File: config.mk
export PLATFORM = sky130hd
export DESIGN_NAME = pes_header_parser
export DESIGN_NICKNAME = d
export VERILOG_FILES = /design/src/hw/rtl/pesh_pkg.sv /design/src/hw/rtl/pes_header_parser.sv /design/src/hw/rtl/pesh_front.sv /design/src/hw/rtl/pesh_queue.sv /design/src/hw/rtl/pesh_back.sv
export SDC_FILE = /design/constraint.sdc
export NUM_CORES = 1
export LEC_CHECK = 0
export BUFFER_PORTS_ARGS = -buffer_cell sky130_fd_sc_hd__buf_4
export CORE_MARGIN = 1
export CORE_UTILIZATION = 40
export DETAILED_ROUTE_END_ITERATION = 12
export PLACE_DENSITY = 0.56
export SETUP_SLACK_MARGIN = 0.02
export SLEW_MARGIN = 20
export SYNTH_ARGS = -nofsm -noshare
export SYNTH_HDL_FRONTEND = slang
export SYNTH_SLANG_ARGS = --single-unit
File: constraint.sdc
create_clock -name clk_i -period 14.46 [get_ports clk_i]
set_input_delay 4.338 -clock clk_i [delete_from_list [all_inputs] [get_ports clk_i]]
set_output_delay 4.338 -clock clk_i [all_outputs]
set_load 0.05 [all_outputs]
File: src/hw/rtl/pesh_pkg.sv
// Shared types, constants and helpers of the PES header parser.
`default_nettype none

package pesh_pkg;

  // Width of the per-packet byte counter and of the payload length.
  localparam int unsigned PosW = 16;

  // Fixed byte positions inside the PES header.
  localparam logic [PosW-1:0] PosStartCodeEnd = 16'd3;
  localparam logic [PosW-1:0] PosStreamId     = 16'd3;
  localparam logic [PosW-1:0] PosFlags        = 16'd7;
  localparam logic [PosW-1:0] PosHeaderLen    = 16'd8;
  localparam logic [PosW-1:0] PosPts0         = 16'd9;
  localparam logic [PosW-1:0] PosPts1         = 16'd10;
  localparam logic [PosW-1:0] PosPts2         = 16'd11;
  localparam logic [PosW-1:0] PosPts3         = 16'd12;
  localparam logic [PosW-1:0] PosPts4         = 16'd13;
  localparam logic [PosW-1:0] MinHeaderBytes  = 16'd9;
  localparam logic [PosW-1:0] MinPtsBytes     = 16'd14;
  localparam logic [8:0]      FixedHeaderLen  = 9'd9;

  // Stream id ranges.
  localparam logic [7:0] SidPrivate1 = 8'hBD;
  localparam logic [7:0] SidAudioLo  = 8'hC0;
  localparam logic [7:0] SidAudioHi  = 8'hDF;
  localparam logic [7:0] SidVideoLo  = 8'hE0;
  localparam logic [7:0] SidVideoHi  = 8'hEF;

  // Sequence header and aspect ratio codes.
  localparam logic [7:0] SeqHeaderCode = 8'hB3;
  localparam logic [3:0] AspectCode4x3  = 4'h2;
  localparam logic [3:0] AspectCode16x9 = 4'h3;

  // Progress through a video sequence header in the payload.
  localparam logic [2:0] VidStartMatched = 3'd4;
  localparam logic [2:0] VidSizeDone     = 3'd5;
  localparam logic [2:0] VidRelStage0    = 3'd4;
  localparam logic [2:0] VidRelStage1    = 3'd5;
  localparam logic [2:0] VidRelStage2    = 3'd6;
  localparam logic [2:0] VidRelAspect    = 3'd7;

  typedef enum logic [1:0] {
    ST_OK        = 2'd0,
    ST_NO_START  = 2'd1,
    ST_BAD_ID    = 2'd2,
    ST_TRUNCATED = 2'd3
  } pesh_status_e;

  typedef enum logic [1:0] {
    KIND_PRIVATE = 2'd0,
    KIND_AUDIO   = 2'd1,
    KIND_VIDEO   = 2'd2
  } pesh_kind_e;

  typedef struct packed {
    logic [7:0] data_byte;
    logic       end_of_packet;
  } pesh_in_t;

  typedef struct packed {
    pesh_status_e status;
    pesh_kind_e   stream_kind;
    logic [31:0]  pts_value;
    logic [8:0]   payload_offset;
    logic [15:0]  payload_length;
    logic [11:0]  picture_width;
    logic [11:0]  picture_height;
    logic         aspect_wide;
  } pesh_out_t;

  // A byte tagged by the front end with its place in the packet.
  typedef struct packed {
    logic [7:0]      data_byte;
    logic            end_of_packet;
    logic [PosW-1:0] pos;
    logic            in_window;
  } pesh_tag_t;

  // Byte expected at a given offset of the sequence header start code.
  function automatic logic [7:0] pesh_seq_byte(input logic [1:0] idx);
    logic [7:0] val;
    case (idx)
      2'd0: val = 8'h00;
      2'd1: val = 8'h00;
      2'd2: val = 8'h01;
      2'd3: val = SeqHeaderCode;
      default: val = 8'h00;
    endcase
    return val;
  endfunction

endpackage

`default_nettype wire

File: src/hw/rtl/pes_header_parser.sv
// After a packet's final byte leaves the queue, its result is held in the output register.
// Throughput: one packet byte per cycle while the queue is not full; the back end retires one
// queued byte per cycle, except that the final byte of a packet waits for a free output
// register; other bytes keep flowing while a finished result is still stalled at the output.
// Reset: asynchronous, active low; it clears the byte counter, the queue, the parse state,
// the kept PTS, picture size and aspect (4:3) and the output valid.
`default_nettype none

module pes_header_parser import pesh_pkg::*; #(
  // Bytes of a packet beyond this count are ignored and the length saturates.
  parameter int unsigned MAX_PACKET_BYTES = 65535,
  // Entries of the queue between front and back end; a power of two, at least 2.
  parameter int unsigned QUEUE_DEPTH      = 4
) (
  input  wire logic     clk_i,
  input  wire logic     rst_ni,
  input  wire logic     in_valid_i,
  output logic          in_stall_o,
  input  wire pesh_in_t in_data_i,
  output logic          out_valid_o,
  input  wire logic     out_stall_i,
  output pesh_out_t     out_data_o
);

  // The front end stamps every incoming transaction with its byte position in the
  // packet, the queue decouples it from the back end, and the back end walks the
  // header fields and emits one result transaction per packet.
  logic      q_push, q_full, q_pop, q_valid;
  pesh_tag_t q_in, q_head;

  pesh_front #(
    .MAX_PACKET_BYTES(MAX_PACKET_BYTES)
  ) u_front (
    .clk_i      (clk_i),
    .rst_ni     (rst_ni),
    .in_valid_i (in_valid_i),
    .in_stall_o (in_stall_o),
    .in_data_i  (in_data_i),
    .q_full_i   (q_full),
    .q_push_o   (q_push),
    .q_data_o   (q_in)
  );

  pesh_queue #(
    .DEPTH(QUEUE_DEPTH)
  ) u_queue (
    .clk_i       (clk_i),
    .rst_ni      (rst_ni),
    .push_i      (q_push),
    .push_data_i (q_in),
    .full_o      (q_full),
    .pop_i       (q_pop),
    .valid_o     (q_valid),
    .head_o      (q_head)
  );

  // The back end holds the per-packet parse state and the output register.
  pesh_back u_back (
    .clk_i       (clk_i),
    .rst_ni      (rst_ni),
    .q_valid_i   (q_valid),
    .q_head_i    (q_head),
    .q_pop_o     (q_pop),
    .out_valid_o (out_valid_o),
    .out_stall_i (out_stall_i),
    .out_data_o  (out_data_o)
  );

endmodule

`default_nettype wire

File: src/hw/rtl/pesh_front.sv
// Front end: accepts packet bytes and tags each with its byte position.
`default_nettype none

module pesh_front import pesh_pkg::*; #(
  parameter int unsigned MAX_PACKET_BYTES = 65535
) (
  input  wire logic      clk_i,
  input  wire logic      rst_ni,
  input  wire logic      in_valid_i,
  output logic           in_stall_o,
  input  wire pesh_in_t  in_data_i,
  input  wire logic      q_full_i,
  output logic           q_push_o,
  output pesh_tag_t      q_data_o
);

  localparam logic [PosW-1:0] MaxPos = PosW'(MAX_PACKET_BYTES);

  logic [PosW-1:0] pos_q, pos_d;
  logic            in_window;

  assign in_stall_o = q_full_i;
  assign q_push_o   = in_valid_i & ~q_full_i;
  // Bytes past the size limit are dropped by the back end.
  assign in_window  = (pos_q < MaxPos);

  assign q_data_o.data_byte     = in_data_i.data_byte;
  assign q_data_o.end_of_packet = in_data_i.end_of_packet;
  assign q_data_o.pos           = pos_q;
  assign q_data_o.in_window     = in_window;

  always_comb begin
    pos_d = pos_q;
    if (q_push_o) begin
      if (in_data_i.end_of_packet) begin
        pos_d = '0;
      end else if (in_window) begin
        pos_d = pos_q + PosW'(1);
      end
    end
  end

  always_ff @(posedge clk_i or negedge rst_ni) begin
    if (!rst_ni) begin
      pos_q <= '0;
    end else begin
      pos_q <= pos_d;
    end
  end

endmodule

`default_nettype wire

File: src/hw/rtl/pesh_queue.sv
// Small FIFO of tagged bytes between the front end and the back end.
`default_nettype none

module pesh_queue import pesh_pkg::*; #(
  parameter int unsigned DEPTH = 4
) (
  input  wire logic      clk_i,
  input  wire logic      rst_ni,
  input  wire logic      push_i,
  input  wire pesh_tag_t push_data_i,
  output logic           full_o,
  input  wire logic      pop_i,
  output logic           valid_o,
  output pesh_tag_t      head_o
);

  localparam int unsigned PtrW = (DEPTH > 1) ? $clog2(DEPTH) : 1;
  localparam int unsigned CntW = $clog2(DEPTH + 1);

  pesh_tag_t       mem_q [DEPTH];
  logic [PtrW-1:0] wr_ptr_q, rd_ptr_q;
  logic [CntW-1:0] count_q, count_d;

  assign full_o  = (count_q == CntW'(DEPTH));
  assign valid_o = (count_q != '0);
  assign head_o  = mem_q[rd_ptr_q];

  always_comb begin
    count_d = count_q;
    if (push_i && !pop_i) begin
      count_d = count_q + CntW'(1);
    end else if (pop_i && !push_i) begin
      count_d = count_q - CntW'(1);
    end
  end

  always_ff @(posedge clk_i) begin
    if (push_i) begin
      mem_q[wr_ptr_q] <= push_data_i;
    end
  end

  always_ff @(posedge clk_i or negedge rst_ni) begin
    if (!rst_ni) begin
      wr_ptr_q <= '0;
      rd_ptr_q <= '0;
      count_q  <= '0;
    end else begin
      count_q <= count_d;
      if (push_i) begin
        wr_ptr_q <= (wr_ptr_q == PtrW'(DEPTH - 1)) ? '0 : wr_ptr_q + PtrW'(1);
      end
      if (pop_i) begin
        rd_ptr_q <= (rd_ptr_q == PtrW'(DEPTH - 1)) ? '0 : rd_ptr_q + PtrW'(1);
      end
    end
  end

endmodule

`default_nettype wire

File: src/hw/rtl/pesh_back.sv
// Back end: updates the parse state per byte and builds the packet result.
`default_nettype none

module pesh_back import pesh_pkg::*; (
  input  wire logic      clk_i,
  input  wire logic      rst_ni,
  input  wire logic      q_valid_i,
  input  wire pesh_tag_t q_head_i,
  output logic           q_pop_o,
  output logic           out_valid_o,
  input  wire logic      out_stall_i,
  output pesh_out_t      out_data_o
);

  pesh_kind_e   kind_q, kind_d;
  pesh_status_e err_q, err_d;
  logic [7:0]   hlen_q, hlen_d;
  logic         pts_flag_q, pts_flag_d;
  logic [32:0]  gather_q, gather_d;
  logic [31:0]  pts_kept_q, pts_kept_d;
  logic [2:0]   vmatch_q, vmatch_d;
  logic [23:0]  vstage_q, vstage_d;
  logic [11:0]  width_q, width_d;
  logic [11:0]  height_q, height_d;
  logic         aspect_q, aspect_d;
  logic         out_valid_q, out_valid_d;
  pesh_out_t    out_q, res;

  logic [PosW-1:0] p, rel, len;
  logic [7:0]      b;
  logic [8:0]      start_cur, start_nxt;
  logic            take, last_pop;
  pesh_status_e    status;

  assign p    = q_head_i.pos;
  assign b    = q_head_i.data_byte;
  assign take = q_valid_i & q_head_i.in_window;

  // Non-final bytes never wait on the output; the final one needs a free slot.
  assign q_pop_o  = q_valid_i & (~q_head_i.end_of_packet | ~out_valid_q | ~out_stall_i);
  assign last_pop = q_pop_o & q_head_i.end_of_packet;

  assign start_cur = FixedHeaderLen + {1'b0, hlen_q};
  assign rel       = p - {7'd0, start_cur};

  always_comb begin
    kind_d     = kind_q;
    err_d      = err_q;
    hlen_d     = hlen_q;
    pts_flag_d = pts_flag_q;
    gather_d   = gather_q;
    vmatch_d   = vmatch_q;
    vstage_d   = vstage_q;
    width_d    = width_q;
    height_d   = height_q;
    aspect_d   = aspect_q;
    if (take) begin
      if (p < PosStartCodeEnd) begin
        if ((b != ((p == 16'd2) ? 8'h01 : 8'h00)) && (err_q == ST_OK)) begin
          err_d = ST_NO_START;
        end
      end else if (err_q == ST_OK) begin
        if (p == PosStreamId) begin
          if (b == SidPrivate1) begin
            kind_d = KIND_PRIVATE;
          end else if (b >= SidAudioLo && b <= SidAudioHi) begin
            kind_d = KIND_AUDIO;
          end else if (b >= SidVideoLo && b <= SidVideoHi) begin
            kind_d = KIND_VIDEO;
          end else begin
            err_d = ST_BAD_ID;
          end
        end else begin
          if (p == PosFlags) begin
            pts_flag_d = b[7];
          end
          if (p == PosHeaderLen) begin
            hlen_d = b;
          end
          if (p == PosPts0) gather_d[32:30] = gather_q[32:30] | b[3:1];
          if (p == PosPts1) gather_d[29:22] = gather_q[29:22] | b;
          if (p == PosPts2) gather_d[21:15] = gather_q[21:15] | b[7:1];
          if (p == PosPts3) gather_d[14:7]  = gather_q[14:7]  | b;
          if (p == PosPts4) gather_d[6:0]   = gather_q[6:0]   | b[7:1];
          if (kind_q == KIND_VIDEO && p >= PosPts0 && p >= {7'd0, start_cur}) begin
            if (rel < 16'd4) begin
              if ({13'd0, vmatch_q} == rel && b == pesh_seq_byte(rel[1:0])) begin
                vmatch_d = rel[2:0] + 3'd1;
              end
            end else if (vmatch_q == VidStartMatched) begin
              if (rel == {13'd0, VidRelStage0}) begin
                vstage_d[23:16] = vstage_q[23:16] | b;
              end else if (rel == {13'd0, VidRelStage1}) begin
                vstage_d[15:8] = vstage_q[15:8] | b;
              end else if (rel == {13'd0, VidRelStage2}) begin
                vstage_d[7:0] = vstage_q[7:0] | b;
              end else if (rel == {13'd0, VidRelAspect}) begin
                width_d  = {vstage_q[23:16], vstage_q[15:12]};
                height_d = {vstage_q[11:8], vstage_q[7:0]};
                if (b[7:4] == AspectCode4x3) begin
                  aspect_d = 1'b0;
                end else if (b[7:4] == AspectCode16x9) begin
                  aspect_d = 1'b1;
                end
                vmatch_d = VidSizeDone;
              end
            end
          end
        end
      end
    end
  end

  // Result of the packet, from the state after its final byte.
  assign start_nxt = FixedHeaderLen + {1'b0, hlen_d};
  assign len       = take ? p + PosW'(1) : p;

  always_comb begin
    status                = err_d;
    pts_kept_d            = pts_kept_q;
    res.payload_offset    = '0;
    res.payload_length    = '0;
    if (err_d == ST_OK) begin
      if (len < MinHeaderBytes) begin
        status = ST_TRUNCATED;
      end else begin
        res.payload_offset = start_nxt;
        if ((pts_flag_d && len < MinPtsBytes) || len < {7'd0, start_nxt} ||
            (kind_d == KIND_VIDEO && vmatch_d == VidStartMatched)) begin
          status = ST_TRUNCATED;
        end
      end
      if (status == ST_OK) begin
        res.payload_length = len - {7'd0, start_nxt};
        if (pts_flag_d) begin
          pts_kept_d = gather_d[32:1];
        end
      end
    end
    res.status         = status;
    res.stream_kind    = (status == ST_NO_START || status == ST_BAD_ID) ? KIND_PRIVATE
                                                                         : kind_d;
    res.pts_value      = pts_kept_d;
    res.picture_width  = width_d;
    res.picture_height = height_d;
    res.aspect_wide    = aspect_d;
  end

  always_comb begin
    out_valid_d = out_valid_q;
    if (last_pop) begin
      out_valid_d = 1'b1;
    end else if (out_valid_q && !out_stall_i) begin
      out_valid_d = 1'b0;
    end
  end

  always_ff @(posedge clk_i) begin
    if (last_pop) begin
      out_q <= res;
    end
  end

  always_ff @(posedge clk_i or negedge rst_ni) begin
    if (!rst_ni) begin
      kind_q      <= KIND_PRIVATE;
      err_q       <= ST_OK;
      hlen_q      <= '0;
      pts_flag_q  <= 1'b0;
      gather_q    <= '0;
      vmatch_q    <= '0;
      vstage_q    <= '0;
      pts_kept_q  <= '0;
      width_q     <= '0;
      height_q    <= '0;
      aspect_q    <= 1'b0;
      out_valid_q <= 1'b0;
    end else begin
      out_valid_q <= out_valid_d;
      width_q     <= width_d;
      height_q    <= height_d;
      aspect_q    <= aspect_d;
      if (last_pop) begin
        pts_kept_q <= pts_kept_d;
        kind_q     <= KIND_PRIVATE;
        err_q      <= ST_OK;
        hlen_q     <= '0;
        pts_flag_q <= 1'b0;
        gather_q   <= '0;
        vmatch_q   <= '0;
        vstage_q   <= '0;
      end else if (q_pop_o) begin
        kind_q     <= kind_d;
        err_q      <= err_d;
        hlen_q     <= hlen_d;
        pts_flag_q <= pts_flag_d;
        gather_q   <= gather_d;
        vmatch_q   <= vmatch_d;
        vstage_q   <= vstage_d;
      end
    end
  end

  assign out_valid_o = out_valid_q;
  assign out_data_o  = out_q;

endmodule

`default_nettype wire

==> flow_metrics.env, run 1 <==
export IMPL_power_leakage_nw=7.90
export IMPL_final_core_util_pct=47.3
export IMPL_path_cells="buf_4 -> mux4_2 -> nor4_1 -> and4_1 -> nand4_1 -> o21ai_0 -> ha_1 -> fa_1 -> nor2b_1 -> o21ai_0 -> a21boi_0 -> o21ai_0 -> a21boi_0 -> o31a_1 -> o2bb2ai_2 -> a221oi_4 -> nand3_4 -> mux2_4"
export IMPL_postSynth_asyncResetShare_pct=44.6
export IMPL_top_level_ports=101
export IMPL_route_layer_met1_wl_um=17500
export IMPL_rr_startpoint="u_queue.rd_ptr_q[0]"
export IMPL_grt_antenna_before_repair=0
export IMPL_detailedRoute_firstPassIterationCount=7
export IMPL_synth_largest_area_cell="sky130_fd_sc_hd__edfxtp_1"
export IMPL_max_slew_worst_pin_slew_ns=0.907
export IMPL_numPlacedInstances=1784
export IMPL_final_hpwl_dp_um=24400
export IMPL_maximum_number_of_pins_on_one_net_before_global_route_repair=82
export IMPL_peakVddDrop_mv=0.115
export IMPL_floorplan_initialDensity_pct=41.0
export IMPL_synth_top_cell_area_share_pct=35.7
export IMPL_rsz0062_at_grt="no"
export IMPL_timing_max_cap_violations=0
export IMPL_die_footprint_sq_mm=0.0408
export IMPL_flip_flop_and_latch_count_after_synthesis=343
export IMPL_grt_first_pass_wirelength_um=57400
export IMPL_cp_top_family="compound AO/OA/AOI/OAI gates"
export IMPL_syn_avg_cell_area_sq_um=13.2
export IMPL_gp_routability_congestion=0.876
export IMPL_min_to="u_back.vstage_q[17]"
export IMPL_drive_above_1_share_pct=21.6
export IMPL_worst_path_buf_inv=1
export IMPL_worst_setup_hold_path_clk_slew_ns=0.06
export IMPL_drt_wirelength_per_cell_um=19.8
export IMPL_vias_per_cell=5.31
export IMPL_status="finished clean"
export IMPL_cp_end_kind="flip-flop"
export IMPL_postSynth_topFlopCell="sky130_fd_sc_hd__edfxtp_1"
export IMPL_drt_wl_total_um=36700
export IMPL_areaGrowthSynthToFinish_pct=15.5
export IMPL_power_density_mw_per_mm2=224
export IMPL_synth_area_sq_mm=0.0160
export IMPL_cts_hold_buffers_added=0
export IMPL_arrival_ns=7.70
export IMPL_start_kind="flip-flop"
export IMPL_vias=9851
export IMPL_reg2reg_slack_ns=7.19
export IMPL_clockRootBuffer="sky130_fd_sc_hd__clkbuf_16"
export IMPL_place_ws_ns=7.18
export IMPL_path_common_cell="sky130_fd_sc_hd__o21ai_0"
export IMPL_floorplan_rows=72
export IMPL_filler_instances=3491
export IMPL_setup_ws_ns=7.19
export IMPL_hold_path_startpoint="u_back.vstage_q[17]"
export IMPL_insertion_delay_ns=0.57
export IMPL_first_iteration_detailed_routing_drc_count=637
export IMPL_synth_edff_count=190
export IMPL_critical_path_class="flip-flop to flip-flop"
export IMPL_reg_to_reg_end="u_back.pts_kept_q[5]"
export IMPL_clkSinkCount=343
export IMPL_cts_repair_resize_count=0
export IMPL_antenna_cells_inserted=0
export IMPL_cts_path_max_buffers=3
export IMPL_fin_crit_sh_pct=50.2
export IMPL_syn_instance_count=1207
export IMPL_met3_routed_wirelength_um=1720
export IMPL_place_port_buffers=100
export IMPL_gr_usage_all_layers_pct=18.3
export IMPL_critical_path_slowest_cell="sky130_fd_sc_hd__mux4_2"
export IMPL_critPathMaxStageDelay_ns=0.70
export IMPL_globalRouteOverflowTotal=0
export IMPL_total_power_mw=4.14
export IMPL_worst_clk_skew_ns=0.0254
export IMPL_post_cts_buffers=0
export IMPL_final_setup_tns_ns=0
export IMPL_finalSetupViolCount=0
export IMPL_via_count_of_the_first_global_routing_pass=9879
export IMPL_hold_path_cell_count=2
export IMPL_ant_nets=0
export IMPL_synth_seq_area_share_pct=59.6
export IMPL_r2r_worst_path_cells=18
export IMPL_core_region_area_sq_mm=0.0390
export IMPL_count_of_synthesis_stage_warnings_from_yosys=0
export IMPL_die_height_um=202
export IMPL_synth_cell_types=78
export IMPL_finalWorstPathRequiredPeriod_ns=7.27
export IMPL_cts_tree="built"
export IMPL_routed_wl_met2_um=16900
export IMPL_detail_route_drc_violations=0
export IMPL_path_max_fanout=32
export IMPL_highest_metal_used="met4"
export IMPL_report_final_hold_viol_count=0
export IMPL_timing_hold_worst_class="flip-flop to flip-flop"
export IMPL_yosys_top_cells_area="sky130_fd_sc_hd__edfxtp_1, sky130_fd_sc_hd__dfrtp_1, sky130_fd_sc_hd__mux4_2"
export IMPL_final_seq_area_sq_mm=0.00954
export IMPL_nets_finish=1358
export IMPL_fp_dieW_um=202
export IMPL_cp_data_required_time_ns=14.89
export IMPL_synth_nets=1259
export IMPL_cts_htree_levels=2
export IMPL_timing_slew_headroom_pct=39.3
export IMPL_total_area_of_multi_input_combinational_cells_sq_mm=0.00603
export IMPL_cts_buffers=38
export IMPL_final_cell_count_no_fill=1854
export IMPL_timing_fmax_mhz=138
export IMPL_slew_viol_final=0
-- placed cells by master (no fill, tap or decap), types with 34 or more instances in the layout --
cell                        count
sky130_fd_sc_hd__nor2_1       129
sky130_fd_sc_hd__buf_4        113
sky130_fd_sc_hd__inv_1         34
sky130_fd_sc_hd__edfxtp_1     190
sky130_fd_sc_hd__dfrtp_1      152
sky130_fd_sc_hd__ha_1          36
sky130_fd_sc_hd__mux2_2        36
sky130_fd_sc_hd__o21ai_0       40
sky130_fd_sc_hd__mux2_4        38
sky130_fd_sc_hd__a21o_1        36
sky130_fd_sc_hd__nand2_1       57
sky130_fd_sc_hd__clkbuf_16     38
sky130_fd_sc_hd__a21oi_1       58
-- metal layers --
layer  GRT usage [%]  vias to the layer above
li1                -                     4634
met1            26.5                     4948
met2            28.3                      228
met3            3.26                       41
met4            4.79                        0
met5               0                        -
-- logic make-up (layout without fill, tap and decap cells) --
| group | count (synthesis) | after routing | share of synthesized area [%] |
|---|---|---|---|
| AOI/OAI and AO/OA | 218 | 218 | 9.17 |
| xor gates and xnor gates | 61 | 61 | 3.34 |
| buffers and inverters | 90 | 219 | 2.65 |
| and+or+nand+nor | 326 | 326 | 10.2 |
| DFF | 343 | 343 | 59.6 |
| adders and majority gates | 39 | 39 | 3.19 |
| muxes | 130 | 130 | 11.8 |
-- flip-flops by register name (all words and copies together), names as in the netlist --
signal and flops:
u_queue.mem_q 104, u_back.out_data_o 86, u_back.gather_q 32, u_back.pts_kept_q 32, u_back.vstage_q 24, u_front.pos_q 16, u_back.height_q 12, u_back.width_q 12
u_back.hlen_q 8, u_back.vmatch_q 3, u_queue.count_q 3, u_back.err_q 2, u_back.kind_q 2, u_queue.rd_ptr_q 2, u_queue.wr_ptr_q 2, u_back.aspect_q 1
u_back.out_valid_o 1, u_back.pts_flag_q 1
-- metrics by stage --
step           instance area (sq um)  hold WS, ns
2_1_floorplan                  16000        0.459
3_3_place_gp                   17200        0.472
3_5_place_dp                   17200        0.484
4_1_cts                        18500        0.497
5_1_grt                        18500        0.508
6_report                       18500        0.493
-- worst reg2reg max path: cells and delay by family, from the launching register on --
family | cells | cell delay, ns
AOI/OAI and AO/OA | 8 | 2.16
buffers and inverters | 1 | 0.47
adders and majority gates | 2 | 0.75
and+or+nand+nor | 5 | 2.12
DFF | 1 | 0.39
muxes | 2 | 1.27
-- where the power goes --
part | switching, mW | total [mW] | internal (mW) | leakage [nW]
logic | 1.27 | 1.80 | 0.539 | 3.44
registers | 0.0812 | 1.37 | 1.29 | 3.87
clock network | 0.393 | 0.962 | 0.569 | 0.598
total | 1.74 | 4.14 | 2.40 | 7.90
-- synth_stat cells, drive strengths merged (15+ instances only) --
master  number
nand4       18
and2        15
a21o        36
nor3        18
nor2       129
inv         35
o21ai       40
dfrtp      153
a21oi       59
xor2        28
clkbuf      34
nand2       58
xnor2       33
nand3       24
mux2        97
buf         21
o21a        15
ha          36
mux4        26
edfxtp     190
-- layout make-up --
type                            instances  area share, %
Tap cell                              518           3.51
Clock buffer                           52           5.49
Inverter                               35          0.725
Timing Repair Buffer                  114           4.66
Sequential cell                       343           51.7
Clock inverter                         18           1.29
Multi-Input combinational cell        774           32.7
-- worst max path at each step --
stage	depth (start not counted)	from	to
after CTS	18	u_queue.rd_ptr_q[0]	u_back.pts_kept_q[5]
after detailed placement	18	u_queue.rd_ptr_q[0]	u_back.pts_kept_q[5]
after global placement	18	u_queue.rd_ptr_q[0]	u_back.pts_kept_q[3]
after global routing	19	u_queue.rd_ptr_q[0]	u_back.pts_kept_q[3]
after floorplan	5	out_stall_i	u_back.out_data_o[0]
final	18	u_queue.rd_ptr_q[0]	u_back.pts_kept_q[5]
(Power assumes the default switching activity.)
==> run 2: changes to the inputs <==
Settings changed: ABC_AREA set to 1.
Clock period 14.46 ns to 7.3 ns, I/O delays scaled along.
==> run 2 against run 1 <==
Effect of this change:
- clock power grew 110%
- wire length increased by 16%
- clock-buffer cell count rose by 6
- die area up 6.4%
- synthesized cell count grew 55%
- sequential share of layout area is 3.1 points lower
- worst hold slack got worse by 0.0034 ns
- via count up 31%
==> flow_metrics.env, run 2 <==
export IMPL_place_port_buffers=100
export IMPL_largest_register_ff_count=104
export IMPL_peakVddDrop_mv=0.215
export IMPL_gr_usage_all_layers_pct=19.9
export IMPL_clockRootBuffer="sky130_fd_sc_hd__clkbuf_16"
export IMPL_grt_antenna_before_repair=0
export IMPL_synth_edff_count=190
export IMPL_core_region_area_sq_mm=0.0419
export IMPL_drt_wl_total_um=42700
export IMPL_cp_top_family="simple AND/OR/NAND/NOR gates"
export IMPL_synth_seq_area_share_pct=56.0
export IMPL_reg2reg_slack_ns=1.30
export IMPL_cts_path_max_buffers=3
export IMPL_status="finished clean"
export IMPL_cp_end_kind="flip-flop"
export IMPL_cell_with_the_most_instances_after_synthesis="sky130_fd_sc_hd__nand2_1"
export IMPL_critical_path_class="flip-flop to flip-flop"
export IMPL_path_max_fanout=54
export IMPL_syn_instance_count=1875
export IMPL_rsz0062_at_grt="no"
export IMPL_total_area_of_multi_input_combinational_cells_sq_mm=0.00647
export IMPL_critical_path_slowest_cell="sky130_fd_sc_hd__buf_4"
export IMPL_postSynth_topFlopCell="sky130_fd_sc_hd__edfxtp_1"
export IMPL_detail_route_drc_violations=0
export IMPL_die_height_um=208
export IMPL_maximum_number_of_pins_on_one_net_before_global_route_repair=65
export IMPL_worst_clk_skew_ns=0.0199
export IMPL_path_common_cell="sky130_fd_sc_hd__nand2_1"
export IMPL_r2r_worst_path_cells=38
export IMPL_layout_common_cells="sky130_fd_sc_hd__nand2_1, sky130_fd_sc_hd__edfxtp_1, sky130_fd_sc_hd__inv_1"
export IMPL_gp_routability_congestion=0.908
export IMPL_fin_crit_sh_pct=82.1
export IMPL_power_density_mw_per_mm2=477
export IMPL_top_level_ports=101
export IMPL_count_of_synthesis_stage_warnings_from_yosys=0
export IMPL_cts_buffers=39
export IMPL_via_count_of_the_first_global_routing_pass=12307
export IMPL_die_footprint_sq_mm=0.0434
export IMPL_cp_data_required_time_ns=7.78
export IMPL_globalRouteOverflowTotal=0
export IMPL_grt_first_pass_wirelength_um=68300
export IMPL_nets_finish=2030
export IMPL_drive_above_1_share_pct=14.9
export IMPL_flip_flop_and_latch_count_after_synthesis=343
export IMPL_hold_path_cell_count=2
export IMPL_layout_commonest_cell="sky130_fd_sc_hd__nand2_1"
export IMPL_report_final_hold_viol_count=0
export IMPL_timing_hold_worst_class="flip-flop to flip-flop"
export IMPL_timing_max_cap_violations=0
export IMPL_worst_path_stages=38
export IMPL_filler_instances=3974
export IMPL_timing_fmax_mhz=167
export IMPL_drt_wirelength_per_cell_um=16.8
export IMPL_cts_repair_resize_count=0
export IMPL_max_slew_worst_pin_slew_ns=0.884
export IMPL_insertion_delay_ns=0.55
export IMPL_worst_path_buf_inv=6
export IMPL_antenna_cells_inserted=0
export IMPL_power_leakage_nw=8.96
export IMPL_setup_ws_ns=1.30
export IMPL_synth_area_sq_mm=0.0170
export IMPL_clkSinkCount=343
export IMPL_vias=12896
export IMPL_critPathMaxStageDelay_ns=0.51
export IMPL_cts_hold_buffers_added=0
export IMPL_syn_avg_cell_area_sq_um=9.08
export IMPL_finalSetupViolCount=0
export IMPL_cts_htree_levels=2
export IMPL_timing_slew_headroom_pct=40.9
export IMPL_final_setup_tns_ns=0
export IMPL_ant_nets=0
export IMPL_synth_largest_area_cell="sky130_fd_sc_hd__edfxtp_1"
export IMPL_vias_per_cell=5.06
export IMPL_areaGrowthSynthToFinish_pct=15.4
export IMPL_synth_cell_types=52
export IMPL_worst_setup_hold_path_clk_slew_ns=0.06
export IMPL_max_flop_register="u_queue.mem_q"
export IMPL_arrival_ns=6.48
export IMPL_floorplan_rows=75
export IMPL_post_synth_most_frequent_cells="sky130_fd_sc_hd__nand2_1, sky130_fd_sc_hd__edfxtp_1, sky130_fd_sc_hd__inv_1"
export IMPL_place_ws_ns=1.35
export IMPL_floorplan_initialDensity_pct=40.6
export IMPL_synth_nets=1927
export IMPL_yosys_top_cells_area="sky130_fd_sc_hd__edfxtp_1, sky130_fd_sc_hd__dfrtp_1, sky130_fd_sc_hd__nand2_1"
export IMPL_cts_tree="built"
export IMPL_post_cts_buffers=0
export IMPL_fp_dieW_um=208
export IMPL_final_hpwl_dp_um=28900
export IMPL_synth_top_cell_area_share_pct=33.5
export IMPL_final_seq_area_sq_mm=0.00953
export IMPL_first_iteration_detailed_routing_drc_count=881
export IMPL_slew_viol_final=0
export IMPL_finalWorstPathRequiredPeriod_ns=6.00
export IMPL_detailedRoute_firstPassIterationCount=5
export IMPL_postSynth_asyncResetShare_pct=44.6
export IMPL_start_kind="flip-flop"
-- run 2: worst reg2reg max path: cells and delay by family, from the launching register on --
| family | cells | cell delay, ns |
|---|---|---|
| flops | 1 | 0.41 |
| simple gates | 24 | 2.69 |
| xor+xnor | 1 | 0.23 |
| fa+ha+maj | 3 | 0.69 |
| compound gates | 4 | 0.74 |
| buf+inv | 6 | 1.17 |
-- run 2: stage by stage --
stage	power (mW)	cells	hold slack [ns]	util, %	cell area (sq um)
2_1_floorplan	6.08	1875	0.444	-	17000
3_3_place_gp	7.39	2476	0.457	43.6	18300
3_5_place_dp	7.42	2476	0.473	43.6	18300
4_1_cts	9.47	2547	0.487	46.8	19600
5_1_grt	9.99	2547	0.509	46.8	19600
6_report	9.37	2547	0.490	46.8	19600
-- run 2: worst paths after layout --
path	from	to
max	u_queue.rd_ptr_q[0]	u_back.pts_kept_q[6]
min	u_back.aspect_q	u_back.aspect_q
max reg2reg	u_queue.rd_ptr_q[0]	u_back.pts_kept_q[6]
min reg2reg	u_back.aspect_q	u_back.aspect_q
max in group asynchronous	rst_ni	u_queue.wr_ptr_q[0]
min in group asynchronous	rst_ni	u_back.pts_kept_q[29]
-- run 2: cell type report --
cell class	instances	area share (%)
Sequential cell	343	48.5
Tap cell	539	3.43
Inverter	185	3.57
Clock buffer	58	5.91
Clock inverter	13	0.885
Multi-Input combinational cell	1288	33.0
Timing Repair Buffer	121	4.71
-- run 2: kinds of logic (layout without fill, tap and decap cells) --
family	count (synthesis)	count (layout)	synth area share, %
compound gates	201	201	6.24
xor+xnor	31	31	1.64
fa+ha+maj	39	39	3.00
buf+inv	244	377	6.13
flops	343	343	56.0
mux	26	26	1.71
simple gates	991	991	25.3
-- run 2: routing by layer --
| metal | global-route usage [%] | up-vias | part of all wire (%) |
|---|---|---|---|
| met2 | 31.4 | 271 | 46 |
| met5 | 0 | - | 0 |
| met1 | 28.1 | 6168 | 47 |
| met4 | 6.46 | 0 | 2.4 |
| met3 | 3.14 | 65 | 4.2 |
| li1 | - | 6392 | - |
-- run 2: power by group --
| group | switching [mW] | total (mW) | leakage, nW | internal [mW] |
|---|---|---|---|---|
| Clock | 0.778 | 2.02 | 0.654 | 1.24 |
| Combinational | 3.44 | 4.61 | 4.37 | 1.17 |
| Sequential | 0.137 | 2.74 | 3.93 | 2.60 |
